<file path="src/hw/rtl/rtce_pkg.sv">
// ----------------------------------------------------------------------------
// rtce_pkg
// Constants, register codes and helper functions for the calendar-to-epoch
// conversion pipeline.
// ----------------------------------------------------------------------------
package rtce_pkg;

  // Calendar constants
  localparam int unsigned EpochYear     = 1970;
  localparam int unsigned BaseYear      = 1900;
  localparam int unsigned WindowYear    = 1970;
  localparam int unsigned CenturyYears  = 100;
  localparam int unsigned DaysPerYear   = 365;
  localparam int unsigned MinsPerDay    = 24 * 60;
  localparam int unsigned SecsPerMin    = 60;
  localparam int unsigned MaxHour       = 23;
  localparam int unsigned MaxDay        = 31;
  localparam int unsigned MaxMonth      = 12;
  localparam int unsigned EpochLeapBase = (EpochYear - 1) / 4;

  // Datapath widths
  localparam int unsigned FieldW = 8;
  localparam int unsigned YearW  = 12;
  localparam int unsigned DaysW  = 17;
  localparam int unsigned HmW    = 11;
  localparam int unsigned MinW   = 28;
  localparam int unsigned SecW   = 33;

  // Configuration port
  localparam int unsigned AddrW = 3;
  localparam int unsigned DataW = 32;

  typedef enum logic {
    RegClockPresent = 1'b0,
    RegBinaryFields = 1'b1
  } reg_idx_e;

  // Packed BCD (tens in the high nibble, no digit check) or plain binary
  function automatic logic [FieldW-1:0] decode_field(input logic [FieldW-1:0] raw,
                                                     input logic binary);
    logic [FieldW-1:0] tens;
    tens = {1'b0, raw[7:4], 3'b000} + {3'b000, raw[7:4], 1'b0};
    return binary ? raw : tens + {4'b0000, raw[3:0]};
  endfunction

  // Days in the year before the first of month m (1..12)
  function automatic logic [8:0] days_before_month(input logic [3:0] m);
    logic [8:0] d;
    case (m)
      4'd1:    d = 9'd0;
      4'd2:    d = 9'd31;
      4'd3:    d = 9'd59;
      4'd4:    d = 9'd90;
      4'd5:    d = 9'd120;
      4'd6:    d = 9'd151;
      4'd7:    d = 9'd181;
      4'd8:    d = 9'd212;
      4'd9:    d = 9'd243;
      4'd10:   d = 9'd273;
      4'd11:   d = 9'd304;
      4'd12:   d = 9'd334;
      default: d = 9'd0;
    endcase
    return d;
  endfunction

endpackage

</file>
<file path="src/hw/rtl/rtc_calendar_to_epoch_seconds_top.sv">
// ----------------------------------------------------------------------------
// rtc_calendar_to_epoch_seconds_top
// Turns one snapshot of RTC calendar bytes into seconds since the epoch year.
// ----------------------------------------------------------------------------
// Throughput: one word per cycle unless the output stalls; the four-stage
// pipeline (decode, day count, minute count, second count) each holds one word
// and advances independently.
// Reset clears every stage valid bit and both configuration registers
// (clock absent, BCD fields); payload registers are not reset.
module rtc_calendar_to_epoch_seconds_top
  import rtce_pkg::*;
(
  input  logic                clk_i,
  input  logic                rst_ni,
  // configuration port
  input  logic                psel,
  input  logic                penable,
  input  logic                pwrite,
  input  logic [AddrW-1:0]    paddr,
  input  logic [DataW-1:0]    pwdata,
  output logic [DataW-1:0]    prdata,
  output logic                pready,
  // input channel
  input  logic                in_valid_i,
  output logic                in_stall_o,
  input  logic [FieldW-1:0]   second_raw_i,
  input  logic [FieldW-1:0]   minute_raw_i,
  input  logic [FieldW-1:0]   hour_raw_i,
  input  logic [FieldW-1:0]   day_raw_i,
  input  logic [FieldW-1:0]   month_raw_i,
  input  logic [FieldW-1:0]   year_raw_i,
  // output channel
  output logic                out_valid_o,
  input  logic                out_stall_i,
  output logic [SecW-1:0]     epoch_seconds_o,
  output logic                valid_res_o
);

  // --------------------------------------------------------------------------
  // Configuration registers
  // --------------------------------------------------------------------------
  logic clock_present_q, clock_present_d;
  logic binary_fields_q, binary_fields_d;
  logic cfg_wr;

  assign pready = 1'b1;
  assign cfg_wr = psel & penable & pwrite;

  always_comb begin
    clock_present_d = clock_present_q;
    binary_fields_d = binary_fields_q;
    prdata          = '0;
    unique case (reg_idx_e'(paddr[2])) 
      RegClockPresent: begin
        prdata[0] = clock_present_q;
        if (cfg_wr) begin
          clock_present_d = pwdata[0];
        end
      end
      RegBinaryFields: begin
        prdata[0] = binary_fields_q;
        if (cfg_wr) begin
          binary_fields_d = pwdata[0];
        end
      end
      default: begin
        prdata = '0;
      end
    endcase
  end

  always_ff @(posedge clk_i or negedge rst_ni) begin
    if (!rst_ni) begin
      clock_present_q <= 1'b0;
      binary_fields_q <= 1'b0;
    end else begin
      clock_present_q <= clock_present_d;
      binary_fields_q <= binary_fields_d;
    end
  end

  // --------------------------------------------------------------------------
  // Flow control: a stage takes a new word when it is empty or its word moves
  // on in the same cycle. Only a stalled output word can back the chain up.
  // --------------------------------------------------------------------------
  logic s1_valid_q, s2_valid_q, s3_valid_q, out_valid_q;
  logic s1_rdy, s2_rdy, s3_rdy, out_rdy;

  assign out_rdy    = !out_valid_q || !out_stall_i;
  assign s3_rdy     = !s3_valid_q  || out_rdy;
  assign s2_rdy     = !s2_valid_q  || s3_rdy;
  assign s1_rdy     = !s1_valid_q  || s2_rdy;
  assign in_stall_o = !s1_rdy;

  always_ff @(posedge clk_i or negedge rst_ni) begin
    if (!rst_ni) begin
      s1_valid_q  <= 1'b0;
      s2_valid_q  <= 1'b0;
      s3_valid_q  <= 1'b0;
      out_valid_q <= 1'b0;
    end else begin
      if (s1_rdy) begin
        s1_valid_q <= in_valid_i;
      end
      if (s2_rdy) begin
        s2_valid_q <= s1_valid_q;
      end
      if (s3_rdy) begin
        s3_valid_q <= s2_valid_q;
      end
      if (out_rdy) begin
        out_valid_q <= s3_valid_q;
      end
    end
  end

  // --------------------------------------------------------------------------
  // Stage 1: decode the bytes, range check, window the year
  // --------------------------------------------------------------------------
  logic [FieldW-1:0] sec_dec, min_dec, hour_dec, day_dec, month_dec, year_dec;
  logic              ok_d;
  logic [YearW-1:0]  year_d;

  logic              s1_ok_q;
  logic [YearW-1:0]  s1_year_q;
  logic [3:0]        s1_month_q;
  logic [4:0]        s1_day_q;
  logic [4:0]        s1_hour_q;
  logic [FieldW-1:0] s1_min_q;
  logic [FieldW-1:0] s1_sec_q;

  always_comb begin
    sec_dec   = decode_field(second_raw_i, binary_fields_q);
    min_dec   = decode_field(minute_raw_i, binary_fields_q);
    hour_dec  = decode_field(hour_raw_i,   binary_fields_q);
    day_dec   = decode_field(day_raw_i,    binary_fields_q);
    month_dec = decode_field(month_raw_i,  binary_fields_q);
    year_dec  = decode_field(year_raw_i,   binary_fields_q);

    // Seconds and minutes go through unchecked; a day past the month end
    // simply counts on into the next month.
    ok_d = clock_present_q
         && (hour_dec  <= FieldW'(MaxHour))
         && (day_dec   != '0) && (day_dec   <= FieldW'(MaxDay))
         && (month_dec != '0) && (month_dec <= FieldW'(MaxMonth));

    // Two-digit year: 70 and up counts on from 1900, below that from 2000
    year_d = {{(YearW-FieldW){1'b0}}, year_dec} + YearW'(BaseYear);
    if (year_dec < FieldW'(WindowYear - BaseYear)) begin
      year_d = year_d + YearW'(CenturyYears);
    end
  end

  always_ff @(posedge clk_i) begin
    if (s1_rdy) begin
      s1_ok_q    <= ok_d;
      s1_year_q  <= year_d;
      s1_month_q <= month_dec[3:0];
      s1_day_q   <= day_dec[4:0];
      s1_hour_q  <= hour_dec[4:0];
      s1_min_q   <= min_dec;
      s1_sec_q   <= sec_dec;
    end
  end

  // --------------------------------------------------------------------------
  // Stage 2: whole days since the epoch, and minutes within the day
  // --------------------------------------------------------------------------
  logic [YearW-1:0] year_diff;
  logic [YearW-1:0] year_m1;
  logic [DaysW-1:0] year_days;
  logic [DaysW-1:0] days_d;
  logic [HmW-1:0]   hm_d;

  logic              s2_ok_q;
  logic [DaysW-1:0]  s2_days_q;
  logic [HmW-1:0]    s2_hm_q;
  logic [FieldW-1:0] s2_sec_q;

  always_comb begin
    year_diff = s1_year_q - YearW'(EpochYear);
    year_m1   = s1_year_q - YearW'(1);
    // Years before the epoch year count no whole years
    year_days = '0;
    if (s1_year_q > YearW'(EpochYear)) begin
      year_days = DaysW'(year_diff) * DaysW'(DaysPerYear)
                + DaysW'(year_m1 >> 2) - DaysW'(EpochLeapBase);
    end
    days_d = year_days
           + DaysW'(days_before_month(s1_month_q))
           + DaysW'(s1_day_q) - DaysW'(1);
    // Leap day once past February, every fourth year without exception
    if ((s1_year_q[1:0] == 2'b00) && (s1_month_q > 4'd2)) begin
      days_d = days_d + DaysW'(1);
    end
    hm_d = HmW'(s1_hour_q) * HmW'(SecsPerMin) + HmW'(s1_min_q);
  end

  always_ff @(posedge clk_i) begin
    if (s2_rdy) begin
      s2_ok_q   <= s1_ok_q;
      s2_days_q <= days_d;
      s2_hm_q   <= hm_d;
      s2_sec_q  <= s1_sec_q;
    end
  end

  // --------------------------------------------------------------------------
  // Stage 3: total minutes
  // --------------------------------------------------------------------------
  logic [MinW-1:0]   mins_d;
  logic              s3_ok_q;
  logic [MinW-1:0]   s3_mins_q;
  logic [FieldW-1:0] s3_sec_q;

  assign mins_d = MinW'(s2_days_q) * MinW'(MinsPerDay) + MinW'(s2_hm_q);

  always_ff @(posedge clk_i) begin
    if (s3_rdy) begin
      s3_ok_q   <= s2_ok_q;
      s3_mins_q <= mins_d;
      s3_sec_q  <= s2_sec_q;
    end
  end

  // --------------------------------------------------------------------------
  // Stage 4: total seconds into the output register; drop the value to zero
  // for a failed word.
  // --------------------------------------------------------------------------
  logic [SecW-1:0] secs_d;
  logic [SecW-1:0] out_secs_q;
  logic            out_ok_q;

  assign secs_d = s3_ok_q ? SecW'(s3_mins_q) * SecW'(SecsPerMin) + SecW'(s3_sec_q)
                          : '0;

  always_ff @(posedge clk_i) begin
    if (out_rdy) begin
      out_ok_q   <= s3_ok_q;
      out_secs_q <= secs_d;
    end
  end

  assign out_valid_o     = out_valid_q;
  assign epoch_seconds_o = out_secs_q;
  assign valid_res_o     = out_ok_q;

endmodule

</file>
<file path="config.mk">
export PLATFORM = sky130hd
export DESIGN_NAME = rtc_calendar_to_epoch_seconds_top
export DESIGN_NICKNAME = d
export VERILOG_FILES = /design/src/hw/rtl/rtce_pkg.sv /design/src/hw/rtl/rtc_calendar_to_epoch_seconds_top.sv
export SDC_FILE = /design/constraint.sdc
export NUM_CORES = 1
export LEC_CHECK = 0
export BUFFER_PORTS_ARGS = -buffer_cell sky130_fd_sc_hd__buf_2
export CORE_MARGIN = 2
export CORE_UTILIZATION = 50
export DETAILED_ROUTE_END_ITERATION = 6
export PLACE_DENSITY = 0.69
export SYNTH_ARGS = -nofsm -noshare
export SYNTH_HDL_FRONTEND = slang
export SYNTH_SLANG_ARGS = --single-unit
</file>
<file path="constraint.sdc">
create_clock -name clk_i -period 21.3 [get_ports clk_i]
set_clock_uncertainty 0.1 [all_clocks]
set_input_delay 2.13 -clock clk_i [delete_from_list [all_inputs] [get_ports clk_i]]
set_output_delay 2.13 -clock clk_i [all_outputs]
set_load 0.01 [all_outputs]
</file>
### After elaboration in Yosys (flattened, before gate mapping)

Memory sizes are Yosys's and may differ from the RTL's. A register that Yosys moved wholly into a read port is not among the register bits.
Index checks and enable logic that the tools add are counted.

| storage, ports and cells | value |
|---|---|
| flip-flop bits (word level) | 157 |
| memory bits (read-only) | 144 |
| bits of input ports | 90 |
| output and inout bits | 69 |
| memories kept | 1 |

| cells by class | value |
|---|---|
| $add $sub $neg | 25 |
| multiply operators | 4 |
| order comparisons | 6 |
| mux-type cells | 11 |
| bitwise gates (word level) | 3 |
| reductions and logical operators | 21 |

Memories:

| memory | depth | bits a word | read ports | clocked after Yosys merged registers in | write ports | RTL line | RTL |
|---|---|---|---|---|---|---|---|
| (no name shown) | 16 | 9 | 1 | 1 | 0 | rtce_pkg.sv:49 | `case (m)` |

Operators with widths:

| kind | count |
|---|---|
| $add A7 B5 Y8 | 6 |
| $add A8 B4 Y8 | 6 |
| $mux W8 | 6 |
| $mux W17 | 2 |
| $add A33 B8 Y33 | 1 |
| $mul A28 B4 Y31 const B | 1 |
| $add A28 B11 Y28 | 1 |
| $mul A17 B6 Y23 const B | 1 |
| $add A17 B1 Y17 const B | 1 |
| $add A17 B10 Y17 | 1 |
| $add A17 B5 Y17 | 1 |
| $add A17 B9 Y17 | 1 |
| $mul A12 B9 Y17 const B | 1 |
| $sub A17 B1 Y17 const B | 1 |
| $sub A17 B9 Y17 const B | 1 |
| $le A8 B5 Y1 const B | 2 |
| $reduce_bool A8 Y1 | 2 |
| $add A12 B7 Y12 const B | 1 |
| $add A8 B11 Y12 const B | 1 |
| $gt A12 B11 Y1 const B | 1 |
| $mux W12 | 1 |
| $sub A12 B1 Y12 const B | 1 |
| $sub A12 B11 Y12 const B | 1 |
| $add A11 B8 Y11 | 1 |
| other kinds (13) | 28 |

### Longest topological paths before layout

Gate-level depths: netlist (run 1).

| logic depth | value |
|---|---|
| depth in word-level cells | 10 |
| mapped depth | 35 |
| mapped depth without buffers | 34 |

### Least setup slack after synthesis (run 1)

OpenSTA, ideal clock, no wires.

| path | value |
|---|---|
| path kind | reg-to-reg |
| start point | register s1_year_q[1] |
| end point | register s2_days_q[16] (data pin) |
| library setup time | 0.269 ns |
| arrival time | 7.535 ns |
| required time | 20.931 ns |
| path slack | 13.395 ns |
| stages on the path, launching flop included | 36 |
| cells stage by stage | edfxtp_1 clkbuf_1 inv_1 ha_1 nand2b_1 nand2_1 xor2_1 inv_1 ha_1 fa_1 inv_1 fa_1 inv_1 fa_1 inv_1 fa_1 inv_1 ha_1 o21ai_0 nand2b_1 xor2_1 nand2_1 ha_1 inv_1 ha_1 ha_1 a21o_1 a2111oi_0 a21oi_1 nor3_1 o21bai_1 a21oi_1 xor2_1 nor2b_1 nand4_1 xor3_1 |

| between the ends | value |
|---|---|
| longest elaborated chain between the ends | 10 |

RTL lines:

| what | RTL line | RTL |
|---|---|---|
| start, declared | rtc_calendar_to_epoch_seconds_top.sv:125 | `logic [YearW-1:0] s1_year_q;` |
| start signal, assigned | rtc_calendar_to_epoch_seconds_top.sv:157 | `s1_year_q <= year_d;` |
| $sub A12 B11 Y12 | rtc_calendar_to_epoch_seconds_top.sv:181 | `year_diff = s1_year_q - YearW'(EpochYear);` |
| $mul A12 B9 Y17 | rtc_calendar_to_epoch_seconds_top.sv:186 | `year_days = DaysW'(year_diff) * DaysW'(DaysPerYear)` |
| $add A17 B10 Y17 | rtc_calendar_to_epoch_seconds_top.sv:187 | `+ DaysW'(year_m1 >> 2) - DaysW'(EpochLeapBase);` |
| $sub A17 B9 Y17 | rtc_calendar_to_epoch_seconds_top.sv:187 |  |
| $mux W17 | rtc_calendar_to_epoch_seconds_top.sv:185 | `if (s1_year_q > YearW'(EpochYear)) begin` |
| $add A17 B9 Y17 | rtc_calendar_to_epoch_seconds_top.sv:190 | `+ DaysW'(days_before_month(s1_month_q))` |
| $add A17 B5 Y17 | rtc_calendar_to_epoch_seconds_top.sv:191 | `+ DaysW'(s1_day_q) - DaysW'(1);` |
| $sub A17 B1 Y17 | rtc_calendar_to_epoch_seconds_top.sv:191 |  |
| $add A17 B1 Y17 | rtc_calendar_to_epoch_seconds_top.sv:194 | `days_d = days_d + DaysW'(1);` |
| $mux W17 (*) | rtc_calendar_to_epoch_seconds_top.sv:193 | `if ((s1_year_q[1:0] == 2'b00) && (s1_month_q > 4'd2)) begin` |
| via days_d[16] | rtc_calendar_to_epoch_seconds_top.sv:172 | `logic [DaysW-1:0] days_d;` |
| end signal, assigned | rtc_calendar_to_epoch_seconds_top.sv:202 | `s2_days_q <= days_d;` |
| end, declared | rtc_calendar_to_epoch_seconds_top.sv:176 | `logic [DaysW-1:0] s2_days_q;` |

Mark *: on every way through the listed nets, which the timed path passes. The rest lies on a longest branch.
A chain may end at the register's enable or synchronous reset.

### Worst setup path after layout (run 1)

Ends and elaborated chain as after synthesis.

==> metrics.md, run 1 <==
| Metric | Value |
|---|---|
| Most common cell on crit path | inv_1 |
| Syn_area_per_cell | about 10 um2 |
| Final HPWL DP | 28100 um |
| Chip Height | ~200 um |
| Multi-input gate area | 0.0125 mm2 |
| Vias per inst | ~5.3 |
| Library cells used by synthesis | 78 |
| Crit share post-route | 0.412 |
| Clock Sinks | ~170 |
| Post-DRT Antenna Nets | 0 |
| Max incr delay on CP | ~530 ps |
| Critical Path End Type | register |
| Internal reg-to-reg setup slack | ~13000 ps |
| Post-CTS Hold Buffers | 0 |
| Total core area | 0.0366 mm2 |
| Clk_lat worst skew | approximately 450 ps |
| # IOs | roughly 160 |
| Post-Place Setup Slack | 12520 ps |
| Hold Path Sink | s2_ok_q |
| Remaining routing DRC violations | 0 |
| Fin crit period | slightly below 9000 ps |
| RD Place Congestion | 0.853 |
| Cell taking the most area after synthesis | edfxtp_1 |
| Normalized max-slew margin | 0.221 |
| Syn Std Cell Area | roughly 0.019 mm2 |
| GRT Total Usage | 0.185 |
| TritonCTS clock tree | done |
| Dominant synthesized flop cell | edfxtp_1 |
| CP Data Required Time | ~21000 ps |
| Post-cts gate resize count | 0 |
| Sequential area share after synthesis | 0.262 |
| First drt pass iteration count | 5 |
| Adder-cell share of the synthesized area | 0.333 |
| Num rows | 70 |
| Commonest cells post-synth | 250 x ha_1, 244 x inv_1, 152 x fa_1, 151 x edfxtp_1, 108 x xnor2_1 |
| Top-area cell type share of the netlist area | 0.245 |
| Max Cap Viol | 0 |
| Ys async rst share | 0.0361 |
| RR Endpoint | s2_days_q[16] |
| RSZ-0062 raised after global routing | no |
| Vias in the first global route | 13105 |
| Count leader, synth | ha_1 |
| CP startpoint kind | register |
| Max Fclk | 0.114 GHz |
| Pin count of the biggest net entering global routing | 50 |
| Status | finished clean |
| PnR worst setup slack | roughly 13000 ps |
| Final hold vios | 0 |
| Nets | roughly 2400 |
| Crit Path Max Fanout | 8 |
| FF/Latch Area | approximately 0.0049 mm2 |
| # diodes | 0 |
| Post-synthesis xor/xnor area fraction | 0.0847 |
| Count of final max-slew check failures | 0 |
| H-Tree Depth | 4 |
| Port buffer count | 93 |
| Final number of setup-violating endpoints | 0 |
| CP max-delay cell | edfxtp_1 |
| CTS Buf Count | 17 |
| Initial Util | 0.507 |
| FILL cells | ~3300 |
| Area contributors post-synth | edfxtp_1 24%, ha_1 17%, fa_1 16% |
| First-pass GRT wire length | 59400 um |
| Hold path start | s1_ok_q |
| Iteration-0 DRC Markers | about 520 |
| Combinational family with the most area after synthesis | adder cells |
| Post-DR wirelength/cell | ~14 um |
| Area Overhead vs Synth | 8.01% |
| Postcts setup bufs | 0 |
| Reg2reg path depth | 34 |
| Clock slew seen by the registers of the worst setup and hold paths | roughly 80 ps |
| Mapped Cells | 1832 |
| Initial antenna violation count | 0 |
| Mux cell area share after synthesis | 0.0175 |
| Die footprint | between 0.03 and 0.04 mm2 |
| Synth Area in Compound Gates | 0.120 |
| Global route overflow | 0 |
| Hold Crit Class | register to register |
| Pin slew with the least headroom to its limit | 1140 ps |
| Routed via count | approximately 13000 |
| Setup TNS | 0 ps |
| Worst r2r src | s1_year_q[1] |
| Clock Path Buffers | 2 |
| Synth warnings | 0 |
| Layout cells sized above 1 | 0.0907 |
| Worst EP arrival | 8880 ps |
| DRT Wirelength | approximately 34000 um |
| Post-Synth Simple-Gate Area | 0.112 |
| Die W | 197 um |
| Flops & latches, synth | between 150 and 200 |
| Clock Root Buffer | clkbuf_16 |
| CP Class | register to register |
| Worst Hold Depth | 0 |
| Number of synthesized flops with an enable pin | 151 |
cell usage in the layout, fill, tap and decap left out, drive strengths merged, types with 10 or more instances in the layout:
master,count
nor2,85
fa,152
nor2b,13
nor4,12
xor2,66
nand2b,21
o31ai,10
nor3,32
o21ai,73
a211oi,11
buf,100
clkbuf,17
a21o,45
and2,20
ha,250
a31oi,14
o211ai,13
xnor2,108
nand4,14
nand2,97
or4,11
edfxtp,151
mux2,18
mux2i,10
inv,251
nand3,40
o21bai,16
or3,11
and3,12
a21oi,92
conb,32
o21a,12
layout make-up:
| class | instances | share of cell area |
|---|---|---|
| Multi-Input combinational cell | 1387 | 0.625 |
| Sequential cell | 166 | 0.243 |
| Timing Repair Buffer | 100 | 0.0259 |
| Clock inverter | 15 | 0.00993 |
| Tap cell | 468 | 0.0292 |
| Clock buffer | 17 | 0.0212 |
| Inverter | 245 | 0.0459 |
metrics by stage:
step / instances / hold slack [ps] / utilization / cell area, um2
2_1_floorplan: 1862 / 300 / - / 18700
3_3_place_gp: 2366 / 303 / 0.530 / 19400
3_5_place_dp: 2366 / 305 / 0.530 / 19400
4_1_cts: 2398 / 317 / 0.547 / 20000
5_1_grt: 2398 / 335 / 0.547 / 20000
6_report: 2398 / 316 / 0.547 / 20000
logic make-up after synthesis:
logic type	Yosys count
compound gates	342
mux	29
simple gates	405
buf+inv	309
fa+ha+maj	403
other cells	2
xor+xnor	176
flops	166
flip-flops by register name (all words and copies together), names as in the netlist, named ones only:
name	count
s1_day_q	5
s1_year_q	12
s1_sec_q	8
s3_mins_q	28
s1_min_q	8
s2_ok_q	1
s2_hm_q	11
s2_valid_q	1
binary_fields_q	1
out_valid_o	1
valid_res_o	1
s3_sec_q	8
epoch_seconds_o	33
clock_present_q	1
s1_hour_q	5
s1_month_q	4
s3_valid_q	1
s2_sec_q	8
s1_ok_q	1
s2_days_q	17
s1_valid_q	1
s3_ok_q	1
worst max path at each step:
stage                            start       endpoint
after global placement    s1_year_q[1]  s2_days_q[16]
after floorplan           s1_year_q[1]  s2_days_q[16]
after detailed placement  s1_year_q[1]  s2_days_q[16]
after CTS                 s1_year_q[1]  s2_days_q[16]
after global routing      s1_year_q[1]  s2_days_q[16]
final                     s1_year_q[1]  s2_days_q[16]
worst max-delay path: cells and delay by family, from the launching register on:
kind / cells / cell delay (ps)
fa+ha+maj: 10 / 3790
compound gates: 6 / 1270
buf+inv: 7 / 720
flops: 1 / 530
simple gates: 7 / 960
xor+xnor: 4 / 1170
metal layers:
metal	up-vias	share of wire	global-route usage	routed length [um]
met3	32	0.025	0.0258	844
met2	169	0.51	0.341	17400
met1	6119	0.45	0.230	15400
met4	0	0.011	0.0395	373
met5	-	0	0	0
li1	6491	-	-	-
Power of run 1 is not shown: default switching activity piles up to over one toggle a cycle in this logic, so the estimate is an artifact.
==> run 2: changes to the inputs <==
- ABC_AREA: default -> 1
- PLACE_DENSITY: 0.69 -> 0.68
- clock period: 21.3 -> 8.9 ns (I/O delays scaled with it)
==> metrics.md, run 2 <==
| Metric | Value |
|---|---|
| Die W | 204 um (+3.7%) |
| Final number of setup-violating endpoints | 0 (unchanged) |
| RSZ-0062 raised after global routing | no |
| Critical Path End Type | register |
| Initial Util | 0.505 (-0.00123) |
| Vias in the first global route | 15503 (+18%) |
| Remaining routing DRC violations | 0 (unchanged) |
| Max incr delay on CP | 530 ps (about the same) |
| Most common cell on crit path | nand2_1 |
| Ys async rst share | 0.0361 (unchanged) |
| Final hold vios | 0 (unchanged) |
| CP Buf/Inv Count | 10 (+3) |
| # diodes | 0 (unchanged) |
| Area contributors post-synth | edfxtp_1 23%, ha_1 16%, fa_1 15% |
| Adder-cell share of the synthesized area | 0.309 (-0.0245) |
| Worst EP arrival | 8100 ps (-780 ps) |
| Mux cell area share after synthesis | 0.000501 (-0.0170) |
| Post-synthesis xor/xnor area fraction | 0.0437 (-0.0410) |
| Crit. Startpoint | s1_year_q[1] |
| Mapped Cells | 2498 (+36%) |
| Layout cells sized above 1 | 0.0788 (-0.0119) |
| Clock slew seen by the registers of the worst setup and hold paths | 70 ps (about the same) |
| Top-area cell type share of the netlist area | 0.227 (-0.0176) |
| H-Tree Depth | 4 (unchanged) |
| Initial antenna violation count | 0 (unchanged) |
| CP startpoint kind | register |
| First-pass GRT wire length | 71900 um (+21%) |
| Top delay family on crit path | adder cells |
| Status | finished clean |
| Library cells used by synthesis | 56 (-28%) |
| Nets | 3093 (+28%) |
| Setup TNS | 0 ps (unchanged) |
| GRT Total Usage | 0.209 (+0.0245) |
| Clk_lat worst skew | 450 ps (about the same) |
| Dominant synthesized flop cell | edfxtp_1 |
| Fin crit period | 8000 ps (-789 ps) |
| CP max-delay cell | edfxtp_1 |
| Cell area after layout | 0.0216 mm2 (+7.7%) |
| Total core area | 0.0395 mm2 (+8.0%) |
| Pin count of the biggest net entering global routing | 39 (-22%) |
| Synth warnings | 0 (unchanged) |
| CP Class | register to register |
| Post-DRT Antenna Nets | 0 (unchanged) |
| Placed instance area | 0.0210 mm2 (+8.0%) |
| Hold WS | 177 ps (-139 ps) |
| Num rows | 73 (+4.3%) |
| Clock Root Buffer | clkbuf_16 |
| Flops & latches, synth | 166 (unchanged) |
| RD Place Congestion | 0.909 (+6.6%) |
| Cell taking the most area after synthesis | edfxtp_1 |
| Number of synthesized flops with an enable pin | 151 (unchanged) |
| Syn Std Cell Area | 0.0200 mm2 (+7.8%) |
| Post-DR wirelength/cell | 13.2 um (-7.1%) |
| Normalized max-slew margin | 0.457 (+0.236) |
| Routed via count | 15819 (+23%) |
| Layout Cells excl Fill | 3139 (+31%) |
| Pin slew with the least headroom to its limit | 805 ps (-330 ps) |
| Global route overflow | 0 (unchanged) |
| Clock Sinks | 166 (unchanged) |
| Vias per inst | 5.04 (-5.7%) |
| FILL cells | 3671 (+12%) |
| # IOs | 159 (unchanged) |
| Die footprint | 0.0416 mm2 (+7.6%) |
| Count leader, synth | nand2_1 |
| Area Overhead vs Synth | 7.93% (about the same) |
| Count of final max-slew check failures | 0 (unchanged) |
| Final HPWL DP | 35200 um (+25%) |
| Most common cell after layout, fill and taps aside | nand2_1 |
| Sequential area share after synthesis | 0.243 (-0.0189) |
| TritonCTS clock tree | done |
| Max Fclk | 0.125 GHz (+9.9%) |
| DRT Wirelength | 41400 um (+22%) |
| Iteration-0 DRC Markers | 780 (+49%) |
| Number of flip-flops in the largest register | 33 (unchanged) |
| Max Cap Viol | 0 (unchanged) |
| Synth Area in Compound Gates | 0.0692 (-0.0511) |
| Clock Path Buffers | 2 (unchanged) |
| Commonest cells after routing, fill and taps aside | 596 x nand2_1, 493 x inv_1, 250 x ha_1 |
| CTS Buf Count | 17 (unchanged) |
| Commonest cells post-synth | 596 x nand2_1, 494 x inv_1, 250 x ha_1, 166 x nor2_1, 152 x fa_1 |
| Port buffer count | 93 (unchanged) |
| Hold Crit Class | input pin to async pin |
| Combinational family with the most area after synthesis | adder cells |
| Syn_area_per_cell | 8.00 um2 (-21%) |
| Internal reg-to-reg setup slack | 900 ps (-11610 ps) |
| First drt pass iteration count | 5 (unchanged) |
| Crit share post-route | 0.898 (+0.486) |
| Crit Path Max Fanout | 7 (-1) |
| Placed insts | 3107 (+31%) |
| CP Data Required Time | 9000 ps (-12400 ps) |
| Worst r2r src | s1_year_q[1] |
| Post-Synth Simple-Gate Area | 0.224 (+0.112) |
| Chip Height | 204 um (+3.7%) |
run 2: changes by cell type after synthesis, sizes merged, moves of 13 or more:
| cell | before | now |
|---|---|---|
| nand3 | 40 | 128 |
| o21bai | 16 | 3 |
| nand2 | 97 | 610 |
| nor2 | 85 | 187 |
| nor2b | 13 | 0 |
| mux2 | 18 | 0 |
| xnor2 | 108 | 25 |
| a21oi | 92 | 106 |
| a21o | 45 | 16 |
| nand4 | 14 | 46 |
| clkbuf | 31 | 6 |
| inv | 244 | 504 |
| nand2b | 21 | 0 |
run 2: repair_timing:
| action | 4_1_cts | 5_1_grt |
|---|---|---|
| hold endpoints to repair | 0 | 0 |
| gates resized for setup | 0 | 2 |
| setup buffers | 0 | 0 |
| setup endpoints to repair | 0 | 3 |
| hold buffers | 0 | 0 |
run 2: stage by stage:
step | util | worst slack, ps
finish | 0.545 | 904
global route | 0.545 | 92.6
CTS | 0.545 | 734
detailed placement | 0.530 | 775
global placement | 0.530 | 908
floorplan | - | 1550
run 2: logic make-up after synthesis:
| family | count (synthesis) |
|---|---|
| AO/OA/AOI/OAI | 245 |
| XOR/XNOR | 95 |
| adder cells (fa/ha/maj) | 402 |
| buffers and inverters | 550 |
| flip-flops | 166 |
| multiplexers | 1 |
| other | 2 |
| AND/OR/NAND/NOR | 1037 |
run 2: layer usage:
| metal | part of all wire | global-route usage | vias to the layer above |
|---|---|---|---|
| met5 | 0 | 0 | - |
| met4 | 0.011 | 0.0430 | 0 |
| met3 | 0.033 | 0.0290 | 40 |
| met2 | 0.49 | 0.365 | 256 |
| met1 | 0.47 | 0.278 | 7401 |
| li1 | - | - | 8122 |
run 2: worst register-to-register path, delay by kind of cell, from the launching register on:
kind	cells	cell delay, ps
AO/OA/AOI/OAI	4	710
AND/OR/NAND/NOR	18	1870
buffers and inverters	10	740
flip-flops	1	530
adder cells (fa/ha/maj)	10	3810
run 2: path summary, 6_finish.rpt:
path                            endpoint  depth (start not counted)
setup / recovery           s2_days_q[16]                         42
hold / removal               out_valid_o                          1
setup reg to reg           s2_days_q[16]                         42
hold reg to reg              s3_sec_q[2]                          0
max in group asynchronous     s2_valid_q                          1
min in group clk_i           s3_sec_q[2]                          0
run 2: cell type report:
| class | instances | area (um2) | share of cell area |
|---|---|---|---|
| Timing Repair Buffer | 98 | 503 | 0.0233 |
| Sequential cell | 166 | 4860 | 0.226 |
| Clock buffer | 17 | 425 | 0.0197 |
| Clock inverter | 15 | 178 | 0.00824 |
| Inverter | 506 | 1900 | 0.0881 |
| Tap cell | 525 | 657 | 0.0305 |
| Multi-Input combinational cell | 1812 | 13000 | 0.605 |
Power of run 2 is left out for the same reason.
==> run 3: changes to the inputs <==
- RECOVER_POWER: default -> 100
==> metrics.md, run 3 (same netlist as run 2, synthesis figures left out) <==
| Metric | Value |
|---|---|
| Status | finished with violations |
| Failing checks | max-capacitance violations, max-slew violations |
| Global route overflow | 0 (unchanged) |
| Max Cap Viol | 4 (+4) |
| Postcts setup bufs | 0 (unchanged) |
| Pin count of the biggest net entering global routing | 39 (unchanged) |
| # IOs | 159 (unchanged) |
| CP Data Required Time | 9000 ps (about the same) |
| Clock Sinks | 166 (unchanged) |
| First-pass GRT wire length | 71900 um (unchanged) |
| Worst EP arrival | 8120 ps (+20 ps) |
| Nets | 3093 (unchanged) |
| Initial Util | 0.505 (unchanged) |
| Post-DRT Antenna Nets | 0 (unchanged) |
| CP max-delay cell | edfxtp_1 |
| # diodes | 0 (unchanged) |
| Vias in the first global route | 15503 (unchanged) |
| DRT Wirelength | 41400 um (+0.16%) |
| Top delay family on crit path | adder cells |
| Total core area | 0.0395 mm2 (unchanged) |
| Fin crit period | 8020 ps (+22.7 ps) |
| Placed instance area | 0.0210 mm2 (unchanged) |
| Crit share post-route | 0.901 (+0.00255) |
| Clock slew seen by the registers of the worst setup and hold paths | 70 ps (about the same) |
| Number of flip-flops in the largest register | 33 (unchanged) |
| Cell area after layout | 0.0214 mm2 (-0.67%) |
| Final number of setup-violating endpoints | 0 (unchanged) |
| Layout cells sized above 1 | 0.0532 (-0.0256) |
| Normalized max-slew margin | -0.347 (-0.804) |
| Chip Height | 204 um (unchanged) |
| Area Overhead vs Synth | 7.21% |
| Crit Path Max Fanout | 7 (unchanged) |
| Commonest cells after routing, fill and taps aside | 599 x nand2_1, 493 x inv_1, 250 x ha_1 |
| Max incr delay on CP | 530 ps (about the same) |
| Critical Path End Type | register |
| Post-Place Setup Slack | 775 ps (unchanged) |
| Die W | 204 um (unchanged) |
| Setup TNS | 0 ps (unchanged) |
| GRT Total Usage | 0.209 (unchanged) |
| TritonCTS clock tree | done |
| Most common cell on crit path | nand2_1 |
| Core Util, Final | 0.542 (-0.00364) |
| Clock Root Buffer | clkbuf_16 |
| Vias per inst | 5.04 (about the same) |
| CP Buf/Inv Count | 9 (-1) |
| H-Tree Depth | 4 (unchanged) |
| PnR worst setup slack | 881 ps (-22.7 ps) |
| Hold Crit Class | input pin to async pin |
| Initial antenna violation count | 0 (unchanged) |
| Iteration-0 DRC Markers | 754 (-3.3%) |
| Num rows | 73 (unchanged) |
| First drt pass iteration count | 7 (+2) |
| Routed via count | 15822 (+0.019%) |
| CTS Buf Count | 17 (unchanged) |
| Count of final max-slew check failures | 151 (+151) |
| Clk_lat worst skew | 450 ps (about the same) |
| RD Place Congestion | 0.909 (unchanged) |
| Most common cell after layout, fill and taps aside | nand2_1 |
| Port buffer count | 93 (unchanged) |
| Clock Path Buffers | 2 (unchanged) |
| CP startpoint kind | register |
| Post-DR wirelength/cell | 13.2 um (+0.16%) |
| Final HPWL DP | 35200 um (unchanged) |
| Die footprint | 0.0416 mm2 (unchanged) |
| RSZ-0062 raised after global routing | no |
| Pin slew with the least headroom to its limit | 2020 ps (+1220 ps) |
| CP Class | register to register |
| Remaining routing DRC violations | 0 (unchanged) |
| Max Fclk | 0.125 GHz (-0.28%) |
| Final hold vios | 0 (unchanged) |
run 3: final cells by class:
class,count,area [um2]
clock inverters,15,178
fillers,3723,18100
flip-flops and latches,166,4860
inverters,506,1900
well taps,525,657
repair buffers,98,429
clock buffers,17,425
multi-input cells,1812,13000
run 3: path summary, 6_finish.rpt:
path / slack, ps / cells past startpoint / end / start
max: 880 / 39 / s2_days_q[14] / s1_year_q[1]
min: 250 / 1 / out_valid_o / rst_ni
max reg2reg: 880 / 39 / s2_days_q[14] / s1_year_q[1]
min reg2reg: 310 / 0 / s3_sec_q[2] / s2_sec_q[2]
max in group asynchronous: 8150 / 1 / s2_valid_q / rst_ni
min in group clk_i: 310 / 0 / s3_sec_q[2] / s2_sec_q[2]
run 3: timing repair:
action | in CTS | in global routing
gates resized for setup | 0 | 2
setup endpoints to repair | 0 | 3
hold buffers | 0 | 0
run 3: layer usage:
layer	global-route usage	vias up	routed length [um]
met5	0	-	0
met4	0.0430	0	466
met3	0.0290	39	1360
met2	0.365	252	20300
met1	0.278	7403	19300
li1	-	8128	-
run 3: metrics by stage:
step                hold WS (ps)  std cells
CTS                          164       3139
detailed placement           305       3107
global route                 267       3139
finish                       251       3139
floorplan                    300       2528
global placement             300       3107
Power of run 3 is left out for the same reason.
